## src/kts_pkg.sv

```systemverilog
// ---------------------------------------------------------------------------
// kts_pkg
// Shared types, codes and constants of the keyframe track sampler.
// ---------------------------------------------------------------------------
package kts_pkg;

   localparam int MAX_KEYS_DEF  = 256;
   localparam int FRAC_BITS_DEF = 16;

   localparam int WORD_W     = 32;
   localparam int OP_W       = 2;
   localparam int SLOT_W     = 10;
   localparam int MODE_W     = 2;
   localparam int TCOUNT_W   = 9;
   localparam int VCOUNT_W   = 10;
   localparam int CSR_IDX_W  = 2;
   localparam int CSR_DATA_W = 10;
   localparam int REQ_DATA_W = 144;
   localparam int RSP_DATA_W = 96;
   localparam int MUL_W      = 34;
   localparam int PROD_W     = 2 * MUL_W;

   localparam logic [OP_W-1:0] OP_WR_TIME  = 2'd0;
   localparam logic [OP_W-1:0] OP_WR_VALUE = 2'd1;
   localparam logic [OP_W-1:0] OP_SAMPLE   = 2'd2;

   localparam logic [MODE_W-1:0] MODE_STEP  = 2'd0;
   localparam logic [MODE_W-1:0] MODE_CUBIC = 2'd2;
   localparam logic [MODE_W-1:0] MODE_RESET = 2'd1;

   localparam logic [CSR_IDX_W-1:0] CSR_INTERP_MODE  = 2'd0;
   localparam logic [CSR_IDX_W-1:0] CSR_SCALE_TARGET = 2'd1;
   localparam logic [CSR_IDX_W-1:0] CSR_TIME_COUNT   = 2'd2;
   localparam logic [CSR_IDX_W-1:0] CSR_VALUE_COUNT  = 2'd3;

   localparam logic [WORD_W-1:0] NEUTRAL_ONE = 32'h0001_0000;

   typedef enum logic [5:0] {
      S_IDLE, S_DECODE, S_WRITE, S_CHECK, S_FIRST, S_LAST, S_SRCH_A, S_SRCH_B,
      S_SPAN1, S_SPAN2, S_DIVSET, S_DIV, S_T2, S_T3, S_HERM, S_VAL, S_SINGLE,
      S_FALLBACK, S_L1, S_L2, S_LM, S_LA, S_H1, S_H2, S_H3, S_H4, S_HA, S_HB,
      S_HC, S_HD, S_HE, S_HF, S_HG, S_DONE
   } state_type;

   typedef enum logic [5:0] {
      CMD_NONE, CMD_LATCH, CMD_WRITE, CMD_RD_FIRST, CMD_FIRST, CMD_LAST,
      CMD_SRCH_RD, CMD_SRCH_STEP, CMD_SRCH_END, CMD_SPAN_RD1, CMD_SPAN_CAP,
      CMD_DIV_SET, CMD_DIV_STEP, CMD_T2, CMD_T3, CMD_HERM, CMD_VAL_RD,
      CMD_SINGLE, CMD_FALLBACK, CMD_CAP_A, CMD_CAP_B, CMD_CAP_C, CMD_CAP_D,
      CMD_LERP_MUL, CMD_LERP_ADD, CMD_H_A, CMD_H_B, CMD_H_C, CMD_H_D, CMD_H_E,
      CMD_H_F, CMD_H_G, CMD_EMIT
   } cmd_type;

   typedef struct packed {
      logic [OP_W-1:0] op;
      logic            no_data;
      logic            first_hit;
      logic            last_hit;
      logic            srch_more;
      logic            div_needed;
      logic            div_last;
      logic            val_fb;
      logic            val_single;
      logic            val_cubic;
      logic            comp_last;
      logic            rsp_free;
   } status_type;

   function automatic logic [WORD_W-1:0] sat_word(input logic signed [PROD_W-1:0] x);
      logic [WORD_W-1:0] r;
      if ((&x[PROD_W-1:WORD_W-1]) || ~(|x[PROD_W-1:WORD_W-1])) begin
         r = x[WORD_W-1:0];
      end else if (x[PROD_W-1]) begin
         r = 32'h8000_0000;
      end else begin
         r = 32'h7FFF_FFFF;
      end
      return r;
   endfunction

endpackage

```

## src/kts_ctrl.sv

```systemverilog
// ---------------------------------------------------------------------------
// kts_ctrl
// Sequencer of the sampler: steps the datapath through writes, the span
// search, the fraction divide and the interpolation arithmetic.
// ---------------------------------------------------------------------------
module kts_ctrl (
   input  logic                  clock,
   input  logic                  reset,
   input  logic                  req_tvalid,
   output logic                  req_tready,
   input  kts_pkg::status_type   status,
   output kts_pkg::cmd_type      cmd
);

   kts_pkg::state_type state_ff, state_in;

   always_ff @(posedge clock) begin
      if (reset) begin
         state_ff <= kts_pkg::S_IDLE;
      end else begin
         state_ff <= state_in;
      end
   end

   always_comb begin
      state_in   = state_ff;
      cmd        = kts_pkg::CMD_NONE;
      req_tready = 1'b0;
      unique case (state_ff)
         kts_pkg::S_IDLE: begin
            req_tready = 1'b1;
            if (req_tvalid) begin
               cmd      = kts_pkg::CMD_LATCH;
               state_in = kts_pkg::S_DECODE;
            end
         end
         kts_pkg::S_DECODE: begin
            case (status.op) inside
               kts_pkg::OP_WR_TIME, kts_pkg::OP_WR_VALUE: state_in = kts_pkg::S_WRITE;
               kts_pkg::OP_SAMPLE: state_in = kts_pkg::S_CHECK;
               default:            state_in = kts_pkg::S_IDLE;
            endcase
         end
         kts_pkg::S_WRITE: begin
            cmd      = kts_pkg::CMD_WRITE;
            state_in = kts_pkg::S_IDLE;
         end
         kts_pkg::S_CHECK: begin
            if (status.no_data) begin
               state_in = kts_pkg::S_FALLBACK;
            end else begin
               cmd      = kts_pkg::CMD_RD_FIRST;
               state_in = kts_pkg::S_FIRST;
            end
         end
         kts_pkg::S_FIRST: begin
            cmd      = kts_pkg::CMD_FIRST;
            state_in = status.first_hit ? kts_pkg::S_VAL : kts_pkg::S_LAST;
         end
         kts_pkg::S_LAST: begin
            cmd      = kts_pkg::CMD_LAST;
            state_in = status.last_hit ? kts_pkg::S_VAL : kts_pkg::S_SRCH_A;
         end
         kts_pkg::S_SRCH_A: begin
            if (status.srch_more) begin
               cmd      = kts_pkg::CMD_SRCH_RD;
               state_in = kts_pkg::S_SRCH_B;
            end else begin
               cmd      = kts_pkg::CMD_SRCH_END;
               state_in = kts_pkg::S_SPAN1;
            end
         end
         kts_pkg::S_SRCH_B: begin
            cmd      = kts_pkg::CMD_SRCH_STEP;
            state_in = kts_pkg::S_SRCH_A;
         end
         kts_pkg::S_SPAN1: begin
            cmd      = kts_pkg::CMD_SPAN_RD1;
            state_in = kts_pkg::S_SPAN2;
         end
         kts_pkg::S_SPAN2: begin
            cmd      = kts_pkg::CMD_SPAN_CAP;
            state_in = kts_pkg::S_DIVSET;
         end
         kts_pkg::S_DIVSET: begin
            cmd      = kts_pkg::CMD_DIV_SET;
            state_in = status.div_needed ? kts_pkg::S_DIV : kts_pkg::S_T2;
         end
         kts_pkg::S_DIV: begin
            cmd      = kts_pkg::CMD_DIV_STEP;
            state_in = status.div_last ? kts_pkg::S_T2 : kts_pkg::S_DIV;
         end
         kts_pkg::S_T2: begin
            cmd      = kts_pkg::CMD_T2;
            state_in = kts_pkg::S_T3;
         end
         kts_pkg::S_T3: begin
            cmd      = kts_pkg::CMD_T3;
            state_in = kts_pkg::S_HERM;
         end
         kts_pkg::S_HERM: begin
            cmd      = kts_pkg::CMD_HERM;
            state_in = kts_pkg::S_VAL;
         end
         kts_pkg::S_VAL: begin
            cmd = kts_pkg::CMD_VAL_RD;
            if (status.val_fb) begin
               state_in = kts_pkg::S_FALLBACK;
            end else if (status.val_single) begin
               state_in = kts_pkg::S_SINGLE;
            end else if (status.val_cubic) begin
               state_in = kts_pkg::S_H1;
            end else begin
               state_in = kts_pkg::S_L1;
            end
         end
         kts_pkg::S_SINGLE: begin
            cmd      = kts_pkg::CMD_SINGLE;
            state_in = kts_pkg::S_DONE;
         end
         kts_pkg::S_FALLBACK: begin
            cmd      = kts_pkg::CMD_FALLBACK;
            state_in = kts_pkg::S_DONE;
         end
         kts_pkg::S_L1: begin
            cmd      = kts_pkg::CMD_CAP_A;
            state_in = kts_pkg::S_L2;
         end
         kts_pkg::S_L2: begin
            cmd      = kts_pkg::CMD_CAP_B;
            state_in = kts_pkg::S_LM;
         end
         kts_pkg::S_LM: begin
            cmd      = kts_pkg::CMD_LERP_MUL;
            state_in = kts_pkg::S_LA;
         end
         kts_pkg::S_LA: begin
            cmd      = kts_pkg::CMD_LERP_ADD;
            state_in = status.comp_last ? kts_pkg::S_DONE : kts_pkg::S_LM;
         end
         kts_pkg::S_H1: begin
            cmd      = kts_pkg::CMD_CAP_A;
            state_in = kts_pkg::S_H2;
         end
         kts_pkg::S_H2: begin
            cmd      = kts_pkg::CMD_CAP_B;
            state_in = kts_pkg::S_H3;
         end
         kts_pkg::S_H3: begin
            cmd      = kts_pkg::CMD_CAP_C;
            state_in = kts_pkg::S_H4;
         end
         kts_pkg::S_H4: begin
            cmd      = kts_pkg::CMD_CAP_D;
            state_in = kts_pkg::S_HA;
         end
         kts_pkg::S_HA: begin
            cmd      = kts_pkg::CMD_H_A;
            state_in = kts_pkg::S_HB;
         end
         kts_pkg::S_HB: begin
            cmd      = kts_pkg::CMD_H_B;
            state_in = kts_pkg::S_HC;
         end
         kts_pkg::S_HC: begin
            cmd      = kts_pkg::CMD_H_C;
            state_in = kts_pkg::S_HD;
         end
         kts_pkg::S_HD: begin
            cmd      = kts_pkg::CMD_H_D;
            state_in = kts_pkg::S_HE;
         end
         kts_pkg::S_HE: begin
            cmd      = kts_pkg::CMD_H_E;
            state_in = kts_pkg::S_HF;
         end
         kts_pkg::S_HF: begin
            cmd      = kts_pkg::CMD_H_F;
            state_in = kts_pkg::S_HG;
         end
         kts_pkg::S_HG: begin
            cmd      = kts_pkg::CMD_H_G;
            state_in = status.comp_last ? kts_pkg::S_DONE : kts_pkg::S_HA;
         end
         kts_pkg::S_DONE: begin
            if (status.rsp_free) begin
               cmd      = kts_pkg::CMD_EMIT;
               state_in = kts_pkg::S_IDLE;
            end
         end
         default: state_in = kts_pkg::S_IDLE;
      endcase
   end

endmodule

```

## config.mk

```make
export PLATFORM = sky130hd
export DESIGN_NAME = kts_ctrl
export DESIGN_NICKNAME = d
export VERILOG_FILES = /design/src/kts_pkg.sv /design/src/kts_ctrl.sv
export SDC_FILE = /design/constraint.sdc
export NUM_CORES = 1
export LEC_CHECK = 0
export ABC_CLOCK_PERIOD_IN_PS = 3030
export BUFFER_PORTS_ARGS = -buffer_cell sky130_fd_sc_hd__buf_2
export CAP_MARGIN = 10
export CORE_UTILIZATION = 45
export DETAILED_ROUTE_END_ITERATION = 6
export PLACE_DENSITY = 0.75
export SYNTH_ARGS = -nofsm -noshare
export SYNTH_HDL_FRONTEND = slang
export SYNTH_SLANG_ARGS = --single-unit
export TNS_END_PERCENT = 50
```

## constraint.sdc

```tcl
create_clock -name clock -period 3.03 [get_ports clock]
set_clock_uncertainty 0.15 [all_clocks]
set_input_delay 0.303 -clock clock [delete_from_list [all_inputs] [get_ports clock]]
set_output_delay 0.303 -clock clock [all_outputs]
set_load 0.02 [all_outputs]
```

# Yosys cells after proc, flatten, opt, wreduce, memory -nomap -nowiden
# Index checks and enable logic that the tools add are counted.
dict set report word_totals {
  reg_bits 6
  latchBits 0
  mem_bits_rw 0
  romBits 0
  input_bits 16
  out_inout_bits 7
  word_cells 67
  mem_count 0
}
dict set report classes {
  n_addsub 0
  mul 0
  n_div 0
  n_lt_le_gt_ge 0
  eq_ne 37
  shift 0
  mux 22
  bitwise 0
  reduce_logical 7
}
# operator n
set op_table {}
lappend op_table {{$pmux W6 S32} 1}
lappend op_table {{$pmux W6 S31} 1}
lappend op_table {{$eq A6 B5 Y1 const B} 16}
lappend op_table {{$eq A6 B4 Y1 const B} 8}
lappend op_table {{$mux W6} 5}
lappend op_table {{$eq A6 B3 Y1 const B} 4}
lappend op_table {{$mux W4} 4}
lappend op_table {{$mux W3} 5}
lappend op_table {{$eq A6 B2 Y1 const B} 2}
lappend op_table {{$eq A6 B6 Y1 const B} 2}
lappend op_table {{$reduce_or A2 Y1} 4}
lappend op_table {{$eq A6 B1 Y1 const B} 1}
lappend op_table {{$logic_not A6 Y1} 1}
lappend op_table {{$mux W2} 3}
lappend op_table {{$mux W5} 1}
lappend op_table {{$ne A2 B2 Y1 const B} 2}
lappend op_table {{$eq A2 B1 Y1 const B} 1}
lappend op_table {{$eq A2 B2 Y1 const B} 1}
lappend op_table {{$logic_not A2 Y1} 1}
lappend op_table {{$mux W1} 2}
lappend op_table {{$reduce_and A2 Y1} 1}

# Depth between registers and ports, before layout
# Gate-level depths: netlist of run 1.
dict set report logic_depth {
  depth_word 4
  ltp_mapped 7
  mapped_depth_nobuf 5
}

# Worst setup path before layout of run 1
# OpenSTA, ideal clock, no wires.
dict set report synth_path {
  kind {register to output}
  startpoint {register state_ff[2]}
  endpoint {output cmd[0]}
  arrival_ns 1.709
  t_required_ns 2.577
  setup_slack_ns 0.868
  path_stages_with_launch 6
  path_buffers 1
  cell_sequence {dfxtp_1 > buf_6 > or3_1 > nor3_1 > nand2_1 > o211ai_1}
}
dict set report synth_between {
  elab_chain_len 3
}
# element line
set synth_rtl {}
lappend synth_rtl {{start: declaration} kts_ctrl.sv:15} ;# kts_pkg::state_type state_ff, state_in;
lappend synth_rtl {{start signal: assignment} kts_ctrl.sv:19} ;# state_ff <= kts_pkg::S_IDLE;
lappend synth_rtl {{start signal: assignment} kts_ctrl.sv:21} ;# state_ff <= state_in;
lappend synth_rtl {{$eq A6 B5 Y1} kts_ctrl.sv:29} ;# unique case (state_ff)
lappend synth_rtl {{$reduce_or A2 Y1 (no line)} -}
lappend synth_rtl {{$pmux W6 S31 *} kts_ctrl.sv:29}
lappend synth_rtl {{end: declaration} kts_ctrl.sv:12} ;# output kts_pkg::cmd_type cmd
# Mark *: on every way between the ends. The rest lies on a longest branch, timed or not.

# Final worst setup path of run 1
dict set report layout_path {
  startpoint {register state_ff[0]}
  endpoint {output cmd[1]}
}
# Same word-level chain as after synthesis.

==> results of run 1 <==
## routing by layer
layer | global-route usage, % | vias up | share of wire [%]
met4 | 8.33 | 0 | 2.4
met3 | 4.36 | 9 | 14
met2 | 38.9 | 105 | 43
li1 | - | 624 | -
met5 | 0 | - | 0
met1 | 37.0 | 553 | 41
## kinds of logic (layout without fill, tap and decap cells)
family / count (synthesis) / in the layout / share of synthesized area, %
AND/OR/NAND/NOR: 71 / 71 / 35.6
AO/OA/AOI/OAI: 58 / 58 / 38.3
buffers and inverters: 21 / 33 / 10.2
flip-flops: 6 / 6 / 12.1
XOR/XNOR: 2 / 2 / 1.77
multiplexers: 2 / 2 / 2.02
## per-stage QoR
stage / instances / power (mW) / hold slack (ps) / area, µm²
CTS: 199 / 0.450 / 167 / 1090
floorplan: 160 / 0.312 / 222 / 991
detailed placement: 196 / 0.373 / 421 / 1070
global placement: 196 / 0.369 / 422 / 1070
finish: 199 / 0.454 / 174 / 1090
global route: 199 / 0.491 / 197 / 1090
## placed cells by master, fill, tap and decap left out, types with 2 or more instances in the layout
cell and count:
nor2_1 24, buf_2 22, a21oi_1 13, nand2_1 12, o21ai_0 10, nor3_1 9, a31oi_1 9, nand3_1 7
inv_1 6, dfxtp_1 6, nor2b_1 4, o22ai_1 4, nand2b_1 3, a22oi_1 3, clkbuf_4 3, or3_1 2
a211oi_1 2, mux2i_1 2, o31ai_1 2, a32o_1 2, a21boi_0 2, o21a_1 2, nor4_1 2, buf_4 2
## cell usage after synthesis, types with 2 or more instances
library cell / count / area, µm²
a211oi_1: 2 / 15.0
a21boi_0: 2 / 15.0
a21oi_1: 13 / 65.1
a22oi_1: 3 / 22.5
a31oi_1: 9 / 56.3
a32o_1: 2 / 20.0
buf_2: 12 / 60.1
clkbuf_1: 2 / 7.51
dfxtp_1: 6 / 120
inv_1: 6 / 22.5
mux2i_1: 2 / 20.0
nand2_1: 12 / 45.0
nand2b_1: 3 / 18.8
nand3_1: 7 / 35.0
nor2_1: 24 / 90.1
nor2b_1: 4 / 25.0
nor3_1: 9 / 45.0
nor4_1: 2 / 12.5
o21a_1: 2 / 15.0
o21ai_0: 10 / 50.1
o22ai_1: 4 / 25.0
o31ai_1: 2 / 15.0
or3_1: 2 / 12.5
## report_power, final
| part | internal, mW | switching [mW] | leakage [nW] |
|---|---|---|---|
| clock network | 0.0449 | 0.0302 | 0.0138 |
| registers | 0.0886 | 0.0527 | 0.0487 |
| logic | 0.0977 | 0.140 | 0.343 |
## layout make-up
type,count,area (µm²),share of cell area (%)
clock buffers,3,22.5,2.06
inverters,6,22.5,2.06
multi-input cells,133,769,70.4
flip-flops and latches,6,120,11.0
well taps,27,33.8,3.09
repair buffers,24,125,11.4
## how the worst min path moves through the flow
stage | start | to | slack [ps] | cells past startpoint
after floorplan | reset | state_ff[5] | 220 | 1
after global placement | reset | state_ff[5] | 420 | 2
after detailed placement | reset | state_ff[5] | 420 | 2
after CTS | reset | state_ff[3] | 170 | 2
after global routing | reset | state_ff[4] | 200 | 2
final | reset | state_ff[4] | 170 | 2
==> metrics.md, run 1 <==
| Metric | Value |
|---|---|
| Final WL | `3100 µm` |
| Largest net degree at the start of global routing | `30` |
| Mapped Cells | `160` |
| Final WS setup | `roughly 320 ps` |
| Fin util | `about 54%` |
| Dpl hpwl | `around 2300 µm` |
| Synth warn | `0` |
| Worst path depth | `6` |
| Setup Viol. Count Final | `0` |
| Number of global-route vias before repair | `between 1,000 and 1,500` |
| CP startpoint kind | `flop` |
| R2R depth | `5` |
| H-tree lvl count | `1` |
| Timing-limited maximum frequency | `approximately 0.37 GHz` |
| Std cell rows | `16` |
| Worst slew pin tran | `approximately 960 ps` |
| CP most frequent cell | `nor2_1` |
| Critical path, cell by cell | `nor2b_1 -> nor2_1 -> nor2_1 -> a22oi_1 -> o21ai_0 -> buf_2` |
| Synth Flop Type | `dfxtp_1` |
| Routed wire per std cell | `between 15 and 20 µm` |
| Ports | `23` |
| Core area | `between 0.002 and 0.0025 mm²` |
| Register area share after synthesis | `between 10% and 20%` |
| Max IR drop VDD | `0.000332 V` |
| Routed Antenna Nets | `0` |
| Worst Hold Class | `in2reg` |
| CTS tree | `done` |
| Worst R2R Start | `state_ff[0]` |
| GRT overflow | `0` |
| Worst path required time | `2580 ps` |
| Fin. Hold Viols | `0` |
| Delay-heaviest family, CP | `flip-flops` |
| ANT cells | `0` |
| CP max stage delay | `820 ps` |
| Share of cells above drive strength 1 | `approximately 17%` |
| GR Util All Layers | `between 20% and 30%` |
| Die height | `just under 50 µm` |
| Critical Path Sink | `cmd[1]` |
| Post-CTS Setup Repair Bufs | `0` |
| Post-synth EDFFs | `0` |
| Syn Std Cell Area | `around 990 µm²` |
| DR vias/cell | `about 6.5` |
| Tcrit/Tclk final | `roughly 89%` |
| Worst path bufs/invs | `1` |
| Leakage Power | `about 0.4 nW` |
| First-pass GRT wire length | `4900 µm` |
| Reg clk slew, reported paths | `around 50 ps` |
| Largest registers | `state_ff (6)` |
| Unrepaired setup endpoints after global routing | `false` |
| DR vias | `approximately 1,300` |
| Endpoint class of the critical path | `output pin` |
| Clock sink total | `6` |
| Place WS | `~650 ps` |
| Most flops, register | `state_ff` |
| Seq cells post-synth | `6` |
| R2R Path End | `state_ff[2]` |
| Setup TNS | `0 ps` |
| First-pass iteration count of the detailed router | `5` |
| Initial antenna violation count | `0` |
| Slew Limit Fails | `0` |
| Die width | `48.9 µm` |
| Synth Net Count | `roughly 180` |
| # fillers | `roughly 210` |
| Post-synthesis async set-or-reset flop share | `0%` |
| Slew margin rel. | `between 30% and 40%` |
| 1st-iter DRT viols | `slightly below 90` |
| Worst Setup SP | `state_ff[0]` |
| Clock Latency Late Sink | `about 250 ps` |
| Clk buf depth | `2` |
| Port bufs | `22` |
| Worst Path Arrival | `2260 ps` |
| CP max FO | `23` |
| Clk root buf | `clkbuf_4` |
| WS Path Type | `reg2out` |
| Hold Buf Count CTS | `0` |
| Pwr dens | `~420 mW/mm²` |
| Num CTS Buffers | `3` |
| # DRC | `0` |
| Max_cap viols | `0` |
| Gates resized, CTS repair | `0` |
| GP Congestion | `approximately 1` |
| Critical-path top delay cell | `dfxtp_1` |
| Die area | `between 0.002 and 0.0025 mm²` |
| Flop-to-flop setup slack | `690 ps` |
| Largest register FFs | `6` |
| Synth cell types | `43` |
| Final min period | `roughly 2700 ps` |
| Final net count | `between 150 and 200` |
| Synthesized area per cell | `between 6 and 7 µm²` |
| Outcome | `complete, no violations` |
| Initial core utilization | `between 40% and 50%` |
| Synth-to-Final Area Change | `10.4%` |
(Power assumes the default switching activity.)
==> run 2: changes to the inputs <==
--- a/config.mk
+++ b/config.mk
@@ -10,7 +10,7 @@
 export CAP_MARGIN = 10
 export CORE_UTILIZATION = 45
 export DETAILED_ROUTE_END_ITERATION = 6
-export PLACE_DENSITY = 0.75
+export PLACE_DENSITY = 0.69
 export SYNTH_ARGS = -nofsm -noshare
 export SYNTH_HDL_FRONTEND = slang
 export SYNTH_SLANG_ARGS = --single-unit
==> metrics.md, run 2 (synthesis gave the netlist of run 1 again) <==
| Metric | Value |
|---|---|
| Outcome | `complete, no violations (unchanged)` |
| Placed instance area | `0.00106 mm² (was 0.00107 mm²)` |
| Tcrit/Tclk final | `94.2% (was 89.5%)` |
| ANT cells | `0 (unchanged)` |
| Clock Latency Late Sink | `240 ps (was 250 ps)` |
| Core area | `0.00202 mm² (unchanged)` |
| Routed Antenna Nets | `0 (unchanged)` |
| Slew margin rel. | `38.1% (was 36.1%)` |
| Timing-limited maximum frequency | `0.350 GHz (was 0.369 GHz)` |
| Largest register FFs | `6 (unchanged)` |
| Hold Slack | `188 ps (was 174 ps)` |
| Design area | `0.00109 mm² (about the same)` |
| GR Util All Layers | `28.4% (was 25.9%)` |
| Non-filler cells, final | `198 (was 199)` |
| Worst Path Arrival | `2400 ps (was 2260 ps)` |
| Std cell rows | `16 (unchanged)` |
| Place WS | `564 ps (was 652 ps)` |
| 1st-iter DRT viols | `152 (was 87)` |
| First-pass iteration count of the detailed router | `5 (unchanged)` |
| # fillers | `216 (was 214)` |
| Leakage Power | `0.400 nW (was 0.405 nW)` |
| First-pass GRT wire length | `5370 µm (was 4900 µm)` |
| WS Path Type | `reg2out (unchanged)` |
| Endpoint class of the critical path | `output pin (unchanged)` |
| Worst R2R Start | `state_ff[0] (unchanged)` |
| Tot Pwr | `0.454 mW (about the same)` |
| Die height | `48.9 µm (unchanged)` |
| Routed wire per std cell | `16.9 µm (was 15.6 µm)` |
| Num CTS Buffers | `3 (unchanged)` |
| Initial core utilization | `49.0% (unchanged)` |
| Setup Viol. Count Final | `0 (unchanged)` |
| Number of global-route vias before repair | `1,100 (was 1,051)` |
| Gates resized, CTS repair | `0 (unchanged)` |
| CTS tree | `done (unchanged)` |
| Most flops, register | `state_ff (unchanged)` |
| Hold Buf Count CTS | `0 (unchanged)` |
| Clk root buf | `clkbuf_4 (unchanged)` |
| Fin. Hold Viols | `0 (unchanged)` |
| H-tree lvl count | `1 (unchanged)` |
| Clk buf depth | `2 (unchanged)` |
| Die width | `48.9 µm (unchanged)` |
| Most common cell after layout, fill and taps aside | `nor2_1 (unchanged)` |
| Reg clk slew, reported paths | `50 ps (about the same)` |
| Worst path required time | `2580 ps (about the same)` |
| Inst Count DP | `195 (was 196)` |
| Commonest cells after routing, fill and taps aside | `nor2_1 (24), buf_2 (22), a21oi_1 (13) (unchanged)` |
| Initial antenna violation count | `0 (unchanged)` |
| GRT overflow | `0 (unchanged)` |
| Dpl hpwl | `2400 µm (was 2250 µm)` |
| Final min period | `2860 ps (was 2710 ps)` |
| GP Congestion | `0.979 (was 1.02)` |
| Final WL | `3350 µm (was 3100 µm)` |
| Share of cells above drive strength 1 | `17.0% (was 17.4%)` |
| Max IR drop VDD | `0.000338 V (was 0.000332 V)` |
| CP startpoint kind | `flop (unchanged)` |
| Die area | `0.00239 mm² (unchanged)` |
| Post-CTS Setup Repair Bufs | `0 (unchanged)` |
| Slew Limit Fails | `0 (unchanged)` |
| Setup TNS | `0 ps (unchanged)` |
| Worst Setup SP | `state_ff[0] (unchanged)` |
| Largest net degree at the start of global routing | `30 (unchanged)` |
| Max_cap viols | `0 (unchanged)` |
| Final net count | `189 (was 190)` |
| Port bufs | `22 (unchanged)` |
| # DRC | `0 (unchanged)` |
| DR vias | `1,333 (was 1,291)` |
| Ports | `23 (unchanged)` |
| Fin util | `53.7% (was 54.1%)` |
| DR vias/cell | `6.73 (was 6.49)` |
| Worst Hold Class | `in2reg (unchanged)` |
| Largest registers | `state_ff (6) (unchanged)` |
| Synth-to-Final Area Change | `9.60% (was 10.4%)` |
| Hold_sp | `reset (unchanged)` |
| Pwr dens | `418 mW/mm² (was 415 mW/mm²)` |
| Worst slew pin tran | `927 ps (was 958 ps)` |
| Clock sink total | `6 (unchanged)` |
| Unrepaired setup endpoints after global routing | `false (unchanged)` |
| Final WS setup | `175 ps (was 318 ps)` |
| CP max FO | `23 (unchanged)` |
-- run 2: power breakdown --
part	total (mW)	switching [mW]	internal, mW
clock	0.0725	0.0278	0.0447
sequential	0.142	0.0531	0.0886
combinational	0.240	0.143	0.0968
-- run 2: cell type report --
class / count / area, µm² / area share, %
Multi-Input combinational cell: 133 / 769 / 70.9
Sequential cell: 6 / 120 / 11.1
Timing Repair Buffer: 23 / 118 / 10.8
Tap cell: 27 / 33.8 / 3.11
Clock buffer: 3 / 22.5 / 2.07
Inverter: 6 / 22.5 / 2.07
-- run 2: critical path: stages (launching register included) --
cell and delay (ps):
dfxtp_1 790, nor2b_1 540, nor2_1 140, nor2_1 130, a22oi_1 70, o21ai_0 280, buf_2 220
-- run 2: metal layers --
metal / vias up / GRT usage, % / wire, µm
met4: 0 / 3.92 / 46
li1: 619 / - / -
met2: 123 / 46.1 / 1500
met3: 10 / 5.61 / 455
met1: 581 / 39.5 / 1350
met5: - / 0 / 0
-- run 2: path summary, 6_finish.rpt --
path         cells past startpoint          end  slack, ps
max                              6       cmd[1]        170
min                              2  state_ff[5]        190
max reg2reg                      5  state_ff[0]        660
min reg2reg                      3  state_ff[0]        790
==> run 3: changes to the inputs <==
--- a/config.mk
+++ b/config.mk
@@ -5,7 +5,7 @@
 export SDC_FILE = /design/constraint.sdc
 export NUM_CORES = 1
 export LEC_CHECK = 0
-export ABC_CLOCK_PERIOD_IN_PS = 3030
+export ABC_CLOCK_PERIOD_IN_PS = 2900
 export BUFFER_PORTS_ARGS = -buffer_cell sky130_fd_sc_hd__buf_2
 export CAP_MARGIN = 10
 export CORE_UTILIZATION = 45
==> constraint.sdc (replaced) <==
create_clock -name clock -period 2.9 [get_ports clock]
set_clock_uncertainty 0.15 [all_clocks]
set_input_delay 0.29 -clock clock [delete_from_list [all_inputs] [get_ports clock]]
set_output_delay 0.29 -clock clock [all_outputs]
set_load 0.02 [all_outputs]
==> metrics.md, run 3 (synthesis gave the netlist of run 1 again) <==
| Metric | Value |
|---|---|
| Outcome | `complete, no violations (unchanged)` |
| Clock sink total | `6 (unchanged)` |
| Slew margin rel. | `57.2% (was 38.1%)` |
| CP startpoint kind | `flop (unchanged)` |
| Num CTS Buffers | `3 (unchanged)` |
| First-pass GRT wire length | `5270 µm (was 5370 µm)` |
| Reg clk slew, reported paths | `50 ps (about the same)` |
| Std cell rows | `16 (unchanged)` |
| Non-filler cells, final | `202 (was 198)` |
| Hold Slack | `168 ps (was 188 ps)` |
| GP Congestion | `0.962 (was 0.979)` |
| Initial antenna violation count | `0 (unchanged)` |
| # fillers | `210 (was 216)` |
| Endpoint class of the critical path | `output pin (unchanged)` |
| Most common cell after layout, fill and taps aside | `nor2_1 (unchanged)` |
| Pwr dens | `442 mW/mm² (was 418 mW/mm²)` |
| Flop pwr share | `27.0% (was 31.2%)` |
| Worst path required time | `2460 ps (was 2580 ps)` |
| Place WS | `732 ps (was 564 ps)` |
| Storage cell area | `120 µm² (unchanged)` |
| Leakage Power | `0.421 nW (was 0.400 nW)` |
| Worst Path Arrival | `2060 ps (was 2400 ps)` |
| CTS tree | `done (unchanged)` |
| H-tree lvl count | `1 (unchanged)` |
| Clk buf depth | `2 (unchanged)` |
| Setup TNS | `0 ps (unchanged)` |
| Die height | `48.9 µm (unchanged)` |
| Routed wire per std cell | `16.2 µm (was 16.9 µm)` |
| Core area | `0.00202 mm² (unchanged)` |
| Final WS setup | `396 ps (was 175 ps)` |
| Clock Latency Late Sink | `250 ps (was 240 ps)` |
| CP max FO | `9 (was 23)` |
| Inst Count DP | `199 (was 195)` |
| Routed Antenna Nets | `0 (unchanged)` |
| Worst Hold Class | `in2reg (unchanged)` |
| Setup Viol. Count Final | `0 (unchanged)` |
| Die area | `0.00239 mm² (unchanged)` |
| Pint | `0.255 mW (was 0.230 mW)` |
| Unrepaired setup endpoints after global routing | `false (unchanged)` |
| DR vias/cell | `6.64 (was 6.73)` |
| ANT cells | `0 (unchanged)` |
| Hold Buf Count CTS | `0 (unchanged)` |
| 1st-iter DRT viols | `94 (was 152)` |
| Slew Limit Fails | `0 (unchanged)` |
| Gates resized, CTS repair | `0 (unchanged)` |
| Final WL | `3270 µm (was 3350 µm)` |
| Worst slew pin tran | `642 ps (was 927 ps)` |
| Die width | `48.9 µm (unchanged)` |
| Commonest cells after routing, fill and taps aside | `nor2_1 (24), buf_2 (22), a21oi_1 (13) (unchanged)` |
| Net Sw Power | `0.239 mW (was 0.224 mW)` |
| Tcrit/Tclk final | `a little under nine tenths` |
| Largest net degree at the start of global routing | `22 (was 30)` |
| Most flops, register | `state_ff (unchanged)` |
| Share of cells above drive strength 1 | `18.9% (was 17.0%)` |
| Largest registers | `state_ff (6) (unchanged)` |
| Final min period | `between 2000 and 3000 ps` |
| WS Path Type | `reg2out (unchanged)` |
| Max IR drop VDD | `0.000482 V (was 0.000338 V)` |
| Timing-limited maximum frequency | `approximately 0.4 GHz` |
| Clk root buf | `clkbuf_4 (unchanged)` |
| Clock power frac | `15.8% (was 16.0%)` |
| Final net count | `193 (was 189)` |
| Largest register FFs | `6 (unchanged)` |
| Fin util | `55.2% (was 53.7%)` |
| GRT overflow | `0 (unchanged)` |
| Sw Share | `48.3% (was 49.3%)` |
| # DRC | `0 (unchanged)` |
| Max_cap viols | `0 (unchanged)` |
| DR vias | `1,341 (was 1,333)` |
| Number of global-route vias before repair | `1,134 (was 1,100)` |
| Synth-to-Final Area Change | `12.6% (was 9.60%)` |
| Area of the multi-input gates | `769 µm² (unchanged)` |
| GR Util All Layers | `28.4% (about the same)` |
| Port bufs | `22 (unchanged)` |
| Fin. Hold Viols | `0 (unchanged)` |
| Ports | `23 (unchanged)` |
| Comb pwr share | `57.2% (was 52.8%)` |
| Dpl hpwl | `2470 µm (was 2400 µm)` |
| First-pass iteration count of the detailed router | `4 (was 5)` |
| Initial core utilization | `49.0% (unchanged)` |
| Post-CTS Setup Repair Bufs | `0 (unchanged)` |
==> run 3: cell types whose count changed in the layout (fill, tap and decap cells not counted) <==
cell | previous run | this run
buf_4 | 1 | 5
==> run 3: worst max-delay path, cell delays in order, from the launching register on <==
cell and delay (ps):
dfxtp_1 520, nor2b_1 570, nor2_1 160, nor2_1 130
a22oi_1 60, o21ai_0 180, buf_2 190
==> run 3: final cells by class <==
type	instances	share of cell area, %
Clock buffer	3	2.02
Inverter	6	2.02
Multi-Input combinational cell	133	68.9
Sequential cell	6	10.8
Tap cell	27	3.03
Timing Repair Buffer	27	13.2
==> run 3: through the flow <==
step,instance area [µm²],power [mW]
6_report,1120,0.494
5_1_grt,1120,0.531
4_1_cts,1120,0.490
3_5_place_dp,1090,0.410
3_3_place_gp,1090,0.413
2_1_floorplan,991,0.326
==> run 3: worst paths after layout <==
path	cells past startpoint	from	to	slack, ps
setup / recovery	6	state_ff[1]	cmd[1]	400
setup reg to reg	6	state_ff[3]	state_ff[2]	700
hold reg to reg	3	state_ff[2]	state_ff[0]	750
hold / removal	2	reset	state_ff[5]	170
==> run 3: layer usage <==
layer | vias up | share of wire [%] | GRT usage (%)
met1 | 612 | 42 | 37.9
met4 | 0 | 2.0 | 6.37
met3 | 8 | 11 | 6.85
li1 | 628 | - | -
met2 | 93 | 46 | 45.8
met5 | - | 0 | 0
==> run 3: power groups by stage <==
stage	sequential [mW]	combinational, mW	clock [mW]
floorplan	0.0992	0.226	0
global route	0.136	0.309	0.0859
finish	0.133	0.283	0.0779
detailed placement	0.133	0.277	0
global placement	0.134	0.279	0
CTS	0.132	0.278	0.0802
